File: config.mk
export PLATFORM = sky130hd
export DESIGN_NAME = poly_mul_mod_prime_unit
export DESIGN_NICKNAME = d
export VERILOG_FILES = /design/src/hw/rtl/pmm_pkg.sv /design/src/hw/rtl/pmm_cell.sv /design/src/hw/rtl/pmm_mod.sv /design/src/hw/rtl/poly_mul_mod_prime_unit.sv
export SDC_FILE = /design/constraint.sdc
export NUM_CORES = 2
export LEC_CHECK = 0
export BUFFER_PORTS_ARGS = -buffer_cell sky130_fd_sc_hd__buf_2
export CAP_MARGIN = 15
export CORE_MARGIN = 5
export CORE_UTILIZATION = 45
export CTS_CLUSTER_SIZE = 14
export DETAILED_ROUTE_END_ITERATION = 7
export PLACE_DENSITY_LB_ADDON = 0.08
export SLEW_MARGIN = 20
export SYNTH_ARGS = -nofsm -noshare
export SYNTH_HDL_FRONTEND = slang
export SYNTH_HIERARCHICAL = 1
export SYNTH_SLANG_ARGS = --single-unit
File: constraint.sdc
create_clock -name clk -period 12.7 [get_ports clk]
set_input_delay 3.81 -clock clk [delete_from_list [all_inputs] [get_ports clk]]
set_output_delay 3.81 -clock clk [all_outputs]
set_load 0.01 [all_outputs]
File: src/hw/rtl/pmm_pkg.sv
package pmm_pkg;

    localparam int MAX_DEGREE = 15;
    localparam int COEFF_BITS = 16;
    localparam int DEPTH      = MAX_DEGREE + 1;
    localparam int IDX_W      = $clog2(DEPTH);
    localparam int DEG_W      = 4;
    localparam int POW_W      = 5;
    localparam int PROD_W     = 2 * COEFF_BITS;
    localparam int ACC_W      = PROD_W + IDX_W;
    localparam int MODULUS_W  = 16;
    localparam int PADDR_W    = 3;

    localparam logic [MODULUS_W-1:0] MODULUS_RESET = MODULUS_W'(2);

    typedef enum logic
    {
        REG_MODULUS = 1'b0,
        REG_DEGREE  = 1'b1
    } reg_sel_t;

    typedef struct packed
    {
        logic load;
        logic rot;
    } cell_ctl_t;

endpackage

File: src/hw/rtl/pmm_cell.sv
module pmm_cell
    import pmm_pkg::*;
(
    input  logic                  clk,
    input  cell_ctl_t             ctl,
    input  logic [COEFF_BITS-1:0] a_prev,
    input  logic [COEFF_BITS-1:0] b_prev,
    input  logic [COEFF_BITS-1:0] a_nxt,
    output logic [COEFF_BITS-1:0] a,
    output logic [COEFF_BITS-1:0] b
);

    logic [COEFF_BITS-1:0] a_reg;
    logic [COEFF_BITS-1:0] b_reg;

    // load shifts up the line, rot turns the a line toward cell 0
    always_ff @(posedge clk)
    begin
        if (ctl.load)
        begin
            a_reg <= a_prev;
            b_reg <= b_prev;
        end
        else if (ctl.rot)
        begin
            a_reg <= a_nxt;
        end
    end

    assign a = a_reg;
    assign b = b_reg;

endmodule

File: src/hw/rtl/pmm_mod.sv
module pmm_mod
    import pmm_pkg::*;
(
    input  logic                 clk,
    input  logic                 rst_n,
    input  logic                 start,
    input  logic [ACC_W-1:0]     dividend,
    input  logic [MODULUS_W-1:0] modulus,
    output logic                 done,
    output logic [MODULUS_W-1:0] rem
);

    localparam int CNT_W = $clog2(ACC_W);
    localparam logic [CNT_W-1:0] CNT_LAST = CNT_W'(ACC_W - 1);

    logic                 run_reg;
    logic                 done_reg;
    logic [CNT_W-1:0]     cnt_reg;
    logic [ACC_W-1:0]     sh_reg;
    logic [MODULUS_W-1:0] rem_reg;
    logic [MODULUS_W:0]   trial;
    logic [MODULUS_W-1:0] rem_next;

    // restoring remainder, one dividend bit per cycle
    always_comb
    begin
        trial = {rem_reg, sh_reg[ACC_W-1]};
        if (trial >= {1'b0, modulus})
        begin
            trial = trial - {1'b0, modulus};
        end
        rem_next = trial[MODULUS_W-1:0];
    end

    always_ff @(posedge clk or negedge rst_n)
    begin
        if (!rst_n)
        begin
            run_reg  <= 1'b0;
            done_reg <= 1'b0;
            cnt_reg  <= '0;
        end
        else
        begin
            done_reg <= 1'b0;
            if (start)
            begin
                run_reg <= 1'b1;
                cnt_reg <= '0;
            end
            else if (run_reg)
            begin
                cnt_reg <= cnt_reg + 1'b1;
                if (cnt_reg == CNT_LAST)
                begin
                    run_reg  <= 1'b0;
                    done_reg <= 1'b1;
                end
            end
        end
    end

    always_ff @(posedge clk)
    begin
        if (start)
        begin
            sh_reg  <= dividend;
            rem_reg <= '0;
        end
        else if (run_reg)
        begin
            sh_reg  <= {sh_reg[ACC_W-2:0], 1'b0};
            rem_reg <= rem_next;
        end
    end

    assign done = done_reg;
    assign rem  = rem_reg;

endmodule

File: src/hw/rtl/poly_mul_mod_prime_unit.sv
// Polynomial multiply modulo a prime.
// Config: APB-style port, modulus at 0x0, degree at 0x4; write only while idle.
// A degree write drops any partial run.
// Input: a beat is taken when start is high and busy is low. Send degree+1
// beats, highest coefficient first; each shifts into a line of cells.
// The beat for degree zero ends the run and raises busy.
// Output: 2*degree+1 beats on power/coeff/last, each marked by valid for one
// cycle, highest power first, last on power zero. No backpressure.
// Flow: after a non-final beat the unit stays idle for the next one. For each
// product coefficient the a line rotates once through one multiplier in a
// multiply-accumulate pass, then the sum goes through the bit-serial remainder
// unit; busy drops as the power-zero beat is shown.
// Reset: modulus 2, degree 0, run count cleared, no result pending; stored
// coefficients are not cleared.
module poly_mul_mod_prime_unit
    import pmm_pkg::*;
(
    input  logic                  clk,
    input  logic                  rst_n,
    input  logic                  psel,
    input  logic                  penable,
    input  logic                  pwrite,
    input  logic [PADDR_W-1:0]    paddr,
    input  logic [31:0]           pwdata,
    output logic [31:0]           prdata,
    output logic                  pready,
    input  logic                  start,
    output logic                  busy,
    input  logic [COEFF_BITS-1:0] a_coeff,
    input  logic [COEFF_BITS-1:0] b_coeff,
    output logic                  valid,
    output logic [POW_W-1:0]      power,
    output logic [COEFF_BITS-1:0] coeff,
    output logic                  last
);

    typedef enum logic [1:0]
    {
        ST_IDLE,
        ST_MAC,
        ST_DRAIN,
        ST_MODW
    } state_t;

    localparam logic [IDX_W-1:0] R_LAST = IDX_W'(DEPTH - 1);

    state_t                state_reg;
    logic [MODULUS_W-1:0]  modulus_reg;
    logic [DEG_W-1:0]      degree_reg;
    logic [POW_W-1:0]      cnt_reg;
    logic [POW_W-1:0]      p_reg;
    logic [IDX_W-1:0]      r_reg;
    logic [PROD_W-1:0]     prod_reg;
    logic                  pv_reg;
    logic [ACC_W-1:0]      acc_reg;
    logic                  valid_reg;
    logic [POW_W-1:0]      power_reg;
    logic [COEFF_BITS-1:0] coeff_reg;
    logic                  last_reg;

    logic                  wr;
    logic                  accept;
    logic [COEFF_BITS-1:0] a_line [DEPTH];
    logic [COEFF_BITS-1:0] b_line [DEPTH];
    cell_ctl_t             ctl;
    logic [POW_W:0]        diff;
    logic                  term_ok;
    logic [ACC_W-1:0]      acc_sum;
    logic                  mod_start;
    logic                  mod_done;
    logic [MODULUS_W-1:0]  mod_rem;
    logic [DEG_W-1:0]      d;

    assign d      = degree_reg;
    assign wr     = psel && penable && pwrite;
    assign accept = start && (state_reg == ST_IDLE);
    assign pready = 1'b1;
    assign busy   = (state_reg != ST_IDLE);

    always_comb
    begin
        unique case (reg_sel_t'(paddr[2]))
            REG_MODULUS: prdata = {{(32-MODULUS_W){1'b0}}, modulus_reg};
            REG_DEGREE:  prdata = {{(32-DEG_W){1'b0}}, degree_reg};
            default:     prdata = '0;
        endcase
    end

    assign ctl.load = accept;
    assign ctl.rot  = (state_reg == ST_MAC);

    generate
        for (genvar k = 0; k < DEPTH; k++)
        begin : g_cell
            pmm_cell u_cell
            (
                .clk    (clk),
                .ctl    (ctl),
                .a_prev ((k == 0) ? a_coeff : a_line[(k + DEPTH - 1) % DEPTH]),
                .b_prev ((k == 0) ? b_coeff : b_line[(k + DEPTH - 1) % DEPTH]),
                .a_nxt  (a_line[(k + 1) % DEPTH]),
                .a      (a_line[k]),
                .b      (b_line[k])
            );
        end
    endgenerate

    // cell 0 holds a[r]; pair it with b[p-r] when that index is in range
    always_comb
    begin
        diff    = {1'b0, p_reg} - {{(POW_W+1-IDX_W){1'b0}}, r_reg};
        term_ok = ({1'b0, r_reg} <= {1'b0, d})
                  && (p_reg >= {{(POW_W-IDX_W){1'b0}}, r_reg})
                  && (diff[POW_W-1:0] <= {{(POW_W-DEG_W){1'b0}}, d});
        acc_sum = acc_reg + (pv_reg ? {{IDX_W{1'b0}}, prod_reg} : '0);
    end

    assign mod_start = (state_reg == ST_DRAIN);

    pmm_mod u_mod
    (
        .clk      (clk),
        .rst_n    (rst_n),
        .start    (mod_start),
        .dividend (acc_sum),
        .modulus  (modulus_reg),
        .done     (mod_done),
        .rem      (mod_rem)
    );

    always_ff @(posedge clk)
    begin
        prod_reg <= a_line[0] * b_line[diff[IDX_W-1:0]];
    end

    always_ff @(posedge clk or negedge rst_n)
    begin
        if (!rst_n)
        begin
            state_reg   <= ST_IDLE;
            modulus_reg <= MODULUS_RESET;
            degree_reg  <= '0;
            cnt_reg     <= '0;
            p_reg       <= '0;
            r_reg       <= '0;
            pv_reg      <= 1'b0;
            acc_reg     <= '0;
            valid_reg   <= 1'b0;
            power_reg   <= '0;
            coeff_reg   <= '0;
            last_reg    <= 1'b0;
        end
        else
        begin
            valid_reg <= 1'b0;
            pv_reg    <= 1'b0;
            if (wr)
            begin
                unique case (reg_sel_t'(paddr[2]))
                    REG_MODULUS: modulus_reg <= pwdata[MODULUS_W-1:0];
                    REG_DEGREE:
                    begin
                        degree_reg <= pwdata[DEG_W-1:0];
                        cnt_reg    <= '0;
                    end
                    default: ;
                endcase
            end
            unique case (state_reg)
                ST_IDLE:
                begin
                    if (accept)
                    begin
                        if (cnt_reg == {1'b0, d})
                        begin
                            cnt_reg   <= '0;
                            p_reg     <= {d, 1'b0};
                            r_reg     <= '0;
                            acc_reg   <= '0;
                            state_reg <= ST_MAC;
                        end
                        else
                        begin
                            cnt_reg <= cnt_reg + 1'b1;
                        end
                    end
                end
                ST_MAC:
                begin
                    pv_reg  <= term_ok;
                    acc_reg <= acc_sum;
                    r_reg   <= r_reg + 1'b1;
                    if (r_reg == R_LAST)
                    begin
                        state_reg <= ST_DRAIN;
                    end
                end
                ST_DRAIN:
                begin
                    state_reg <= ST_MODW;
                end
                ST_MODW:
                begin
                    if (mod_done)
                    begin
                        valid_reg <= 1'b1;
                        power_reg <= p_reg;
                        coeff_reg <= (modulus_reg < MODULUS_RESET) ? '0 : mod_rem;
                        last_reg  <= (p_reg == '0);
                        acc_reg   <= '0;
                        r_reg     <= '0;
                        if (p_reg == '0)
                        begin
                            state_reg <= ST_IDLE;
                        end
                        else
                        begin
                            p_reg     <= p_reg - 1'b1;
                            state_reg <= ST_MAC;
                        end
                    end
                end
                default: state_reg <= ST_IDLE;
            endcase
        end
    end

    assign valid = valid_reg;
    assign power = power_reg;
    assign coeff = coeff_reg;
    assign last  = last_reg;

endmodule

Word-level counts from Yosys, hierarchy flattened
Cells that the tools add are included.
- bits of input ports: 73
- output and inout port bits: 57
- register bits: 700
- word-level logic and storage cells: 171
- reduce and logical (&&, ||, !) cells: 18
- mux-type cells: 76
- bitwise gates (word level): 2
- add/sub/neg operators: 7
- equal/unequal tests: 11
- $lt $le $gt $ge: 6
- multipliers: 1
- operators by type and width (operator ; count):
    16-bit two-way mux ; 36
    36-bit two-way mux ; 5
    36-bit case mux with 3 select lines ; 1
    16-bit binary-select mux with 4-bit select ; 1
    32-bit case mux with 2 select lines ; 1
    5-bit two-way mux ; 9
    36-bit by 32-bit adder with 36-bit output ; 1
    16-bit by 16-bit multiplier with 32-bit output ; 1
    32-bit two-way mux ; 1
    17-bit by 16-bit greater-or-equal comparator with 1-bit output ; 1
    16-bit by 2-bit < comparator with 1-bit output (second input constant) ; 1
    16-bit subtractor ; 1
    4-bit two-way mux ; 3
    6-bit two-way mux ; 2
    4-bit case mux with 3 select lines ; 1
    1-bit two-way mux ; 10
    5-bit case mux with 2 select lines ; 1
    2-bit two-way mux ; 4
    2-bit case mux with 4 select lines ; 1
    4-bit AND reduction ; 2
    2-bit nonzero test ; 4
    6-bit by 1-bit adder with 6-bit output (second input constant) ; 1
    6-bit == test (second input constant) ; 1
    2-bit by 1-bit inequality test with 1-bit output (second input constant) ; 3
    21 further kinds ; 29

Logic depth before layout (Yosys ltp)
- depth in word-level cells: 6
- depth in mapped cells: 33
- mapped depth without buffers: 30

Hierarchy
Netlist, hierarchy kept.
- by module, submodules not included (module ; cells an instance ; sequential area each (um^2) ; area each (um^2) ; times used):
    pmm_cell ; 51 ; 960.9 ; 1212.4 ; 16
    poly_mul_mod_prime_unit ; 1844 ; 3044.2 ; 17778.3 ; 1
    pmm_mod ; 329 ; 1601.5 ; 3552.2 ; 1

Worst setup path before layout
Ideal clock, no wire load.
- path type: input to register
- start: in start
- end: reg, netlist name cnt_reg[3]
- cell stages on the path: 4
- buffers on the path: 0
- required time: 12.580 ns
- library setup time: 0.120 ns
- arrival time: 10.757 ns
- slack: 1.823 ns
- cell sequence: nand2_1 > inv_1 > nand2b_1 > o31ai_1
- RTL lines (item ; RTL line ; RTL):
    start: declaration ; poly_mul_mod_prime_unit.sv:27 ; input logic start,

Worst setup path after layout
- start: reg p_reg[0]
- end: reg prod_reg[28]
- longest elaborated chain between the ends: 6
- RTL lines (item ; RTL line ; RTL):
    start: declaration ; poly_mul_mod_prime_unit.sv:51 ; logic [POW_W-1:0] p_reg;
    start signal: assignment ; poly_mul_mod_prime_unit.sv:177 ; p_reg <= {d, 1'b0};
    start signal: assignment ; poly_mul_mod_prime_unit.sv:218 ; p_reg <= p_reg - 1'b1;
    5-bit by 4-bit subtractor with 5-bit output ; poly_mul_mod_prime_unit.sv:111 ; diff = {1'b0, p_reg} - {{(POW_W+1-IDX_W){1'b0}}, r_reg};
    4-bit NOT with 5-bit output (not written as such) ; poly_mul_mod_prime_unit.sv:133 ; prod_reg <= a_line[0] * b_line[diff[IDX_W-1:0]];
    16-bit binary-select mux with 4-bit select ; poly_mul_mod_prime_unit.sv:133 ;
    16-bit two-way mux (not written as such) (2 in series) ; poly_mul_mod_prime_unit.sv:133 ;
    16-bit by 16-bit multiplier with 32-bit output ; poly_mul_mod_prime_unit.sv:133 ;
    end signal: assignment ; poly_mul_mod_prime_unit.sv:133 ;
    end: declaration ; poly_mul_mod_prime_unit.sv:53 ; logic [PROD_W-1:0] prod_reg;
Every way passes these cells. The select of a mux whose other input is x is not followed.
A chain may end at the register's enable or synchronous reset.

==> flow_summary.ini <==
[floorplan]
core_area_um2 = 89900
die_h_um = 311
dieArea_um2 = 96600
die_w_um = 311
initial_core_util = 0.453
pin_count = 130
rows = 110

[route]
drt_pass1_iterations = 5
dr.max_layer_used = met4
drt_first_iter_violations = 1418
postRouteAntennaNets = 0
vias = 23005
post_drt_wl_per_cell_um = 20.2
wl_met1_um = 38400
routed-wl-met3_um = 2820
wirelength_um = 86600
vias_per_cell = 5.36
wl_met2_um = 43200
drc = 0

[synth]
synthCells = 2989
synth_top_flop_cell = edfxtp_1
synthDistinctLibCells = 90
synth-edff-count = 548
synth_sequential_area_ratio = 0.492
synthArstFlopShare = 0.149
syn_area_um2 = 40700
ys.warnings.count = 6
avgSynthCellArea_um2 = 13.6
synth_seq_cells = 700

[sta]
period_minus_slack_ps = 9360
worst_pin_slew_ps = 1120
rsz0062_at_grt = false
finalSetupTns_ps = 0
period_share = 0.737
max_freq_mhz = 107
relSlewSlack = 0.250
hold_viol_final = 0
clock-skew-final_ps = 43.4
setup_viol = 0
report.final.slew_viol_count = 0

[setup_path]
worstPathArrival_ps = 9890
path_class = flop to flop
crit_fanout = 38
endpoint_kind = flop
worst_path_largest_cell_delay_ps = 1090
rrSetupSlack_ps = 3340
cpMaxStageDelayCell = fa_4
startpoint_type = flop
critPathRequiredTime_ps = 13230

[clocking]
holdBufCountCts = 0
h-tree-depth = 3
cts_tree = built
ctsResizeCount = 0
clkTransAtPathRegs_ps = 60
postCtsSetupBuffers = 0
cts_buffers = 77
cts_num_sinks = 700
clock-root-buffer = clkbuf_16
insertion_delay_ps = 640
cts_max_path_buffers = 3

[outcome]
outcome = complete, no violations

[flow_run]
max_cap_violations = 0

[cells_and_area]
final_nets = 3502
fillers = 7867
drive_gt1_frac = 0.217
final_util = 0.494
syn_to_final_growth_pct = 9.10

[place]
dp_hpwl_um = 58100
io_buffers = 94
gp_congestion = 0.836

[global_route]
grt_pass1_vias = 25138
grt_max_degree = 208
grt_pass1_wl_um = 140000
grt_antenna_before_repair = 0
gr-total-overflow = 0
track_usage = 0.178

[worst_hold_path]
holdCritPathClass = flop to flop
Yosys cell counts (6+ instances only):
cell | instances | area (um^2)
a211oi_1 | 31 | 233
a21o_1 | 29 | 218
a21oi_1 | 94 | 470
a21oi_2 | 6 | 52.6
a22o_1 | 35 | 307
a31oi_1 | 7 | 43.8
and2_1 | 93 | 582
and3_1 | 12 | 75.1
buf_12 | 16 | 320
buf_2 | 29 | 145
buf_4 | 22 | 165
buf_6 | 21 | 236
clkbuf_1 | 59 | 221
dfrtp_1 | 103 | 2580
dfxtp_1 | 48 | 961
edfxtp_1 | 548 | 16500
fa_1 | 197 | 3940
ha_1 | 174 | 2180
inv_1 | 283 | 1060
mux2_2 | 182 | 2050
mux2_4 | 144 | 2160
mux2i_1 | 31 | 310
mux4_2 | 64 | 1440
nand2_1 | 198 | 743
nand2b_1 | 41 | 257
nand3_1 | 38 | 190
nand4_1 | 14 | 87.6
nor2_1 | 75 | 282
nor2b_1 | 103 | 644
nor3_1 | 16 | 80.1
o211ai_1 | 7 | 52.6
o21a_1 | 11 | 82.6
o21ai_0 | 50 | 250
o21bai_1 | 13 | 97.6
o31ai_1 | 8 | 60.1
or2_1 | 16 | 100
xnor2_1 | 52 | 455
xor2_1 | 30 | 263
final timing paths:
| kind | start | to | cells past startpoint |
|---|---|---|---|
| hold / removal | g_cell[11].u_cell/b[2] | g_cell[12].u_cell/b[2] | 0 |
| hold reg to reg | g_cell[11].u_cell/b[2] | g_cell[12].u_cell/b[2] | 0 |
| setup / recovery | p_reg[0] | prod_reg[28] | 30 |
| setup reg to reg | p_reg[0] | prod_reg[28] | 30 |
| max in group asynchronous | rst_n | acc_reg[23] | 2 |
| min in group asynchronous | rst_n | coeff[9] | 1 |
cells by family after synthesis:
family	Yosys count	share of synthesized area
other	2	0.000184
buffers and inverters	436	0.0537
adder cells (fa/ha/maj)	371	0.150
AO/OA/AOI/OAI	342	0.0601
XOR/XNOR	82	0.0176
AND/OR/NAND/NOR	635	0.0802
multiplexers	421	0.146
flip-flops	700	0.492
worst max-delay path, delay by kind of cell (launching register included):
| kind | cells | cell delay, ps |
|---|---|---|
| AOI/OAI and AO/OA | 7 | 1460 |
| xor gates and xnor gates | 1 | 140 |
| adders and majority gates | 9 | 4600 |
| muxes | 2 | 680 |
| buffers and inverters | 8 | 1360 |
| and+or+nand+nor | 3 | 580 |
| DFF | 1 | 380 |
cell type report:
type                    count  area, um^2  share of cell area
repair buffers            128         753              0.0170
inverters                 283        1070              0.0241
well taps                1176        1470              0.0331
clock buffers             104        2100              0.0472
diodes                      1        2.50           0.0000563
clock inverters            35         372             0.00836
multi-input cells        1868       18600               0.420
flip-flops and latches    700       20000               0.451
metal layers:
layer  GRT usage  vias to the layer above
met4      0.0500                        0
li1            -                    10706
met5           0                        -
met1       0.235                    11833
met3      0.0271                      133
met2       0.308                      333
metrics by stage:
| step | area [um^2] | instances | worst slack (ps) | hold WS, ps |
|---|---|---|---|---|
| global placement | 42000 | 4155 | 3370 | 425 |
| floorplan | 40800 | 3004 | 1820 | 421 |
| detailed placement | 42000 | 4155 | 3330 | 427 |
| global route | 44400 | 4294 | 2790 | 455 |
| finish | 44400 | 4295 | 3340 | 444 |
| CTS | 44400 | 4294 | 3250 | 446 |
placed cells by master (no fill, tap or decap), types with 33 or more instances in the layout:
cell type  count
fa_1         196
clkbuf_16     78
mux2_2       182
nand2_1      198
nor2b_1      103
xnor2_1       51
mux4_2        64
o21ai_0       50
buf_4         33
a22o_1        35
dfrtp_1      103
a21oi_1       89
and2_1        93
buf_2         93
ha_1         172
inv_1        282
edfxtp_1     548
dfxtp_1       48
nand3_1       38
mux2_4       144
nand2b_1      41
nor2_1        75
Power is not shown: default switching activity piles up to over one toggle a cycle in this logic, so the estimate is an artifact.
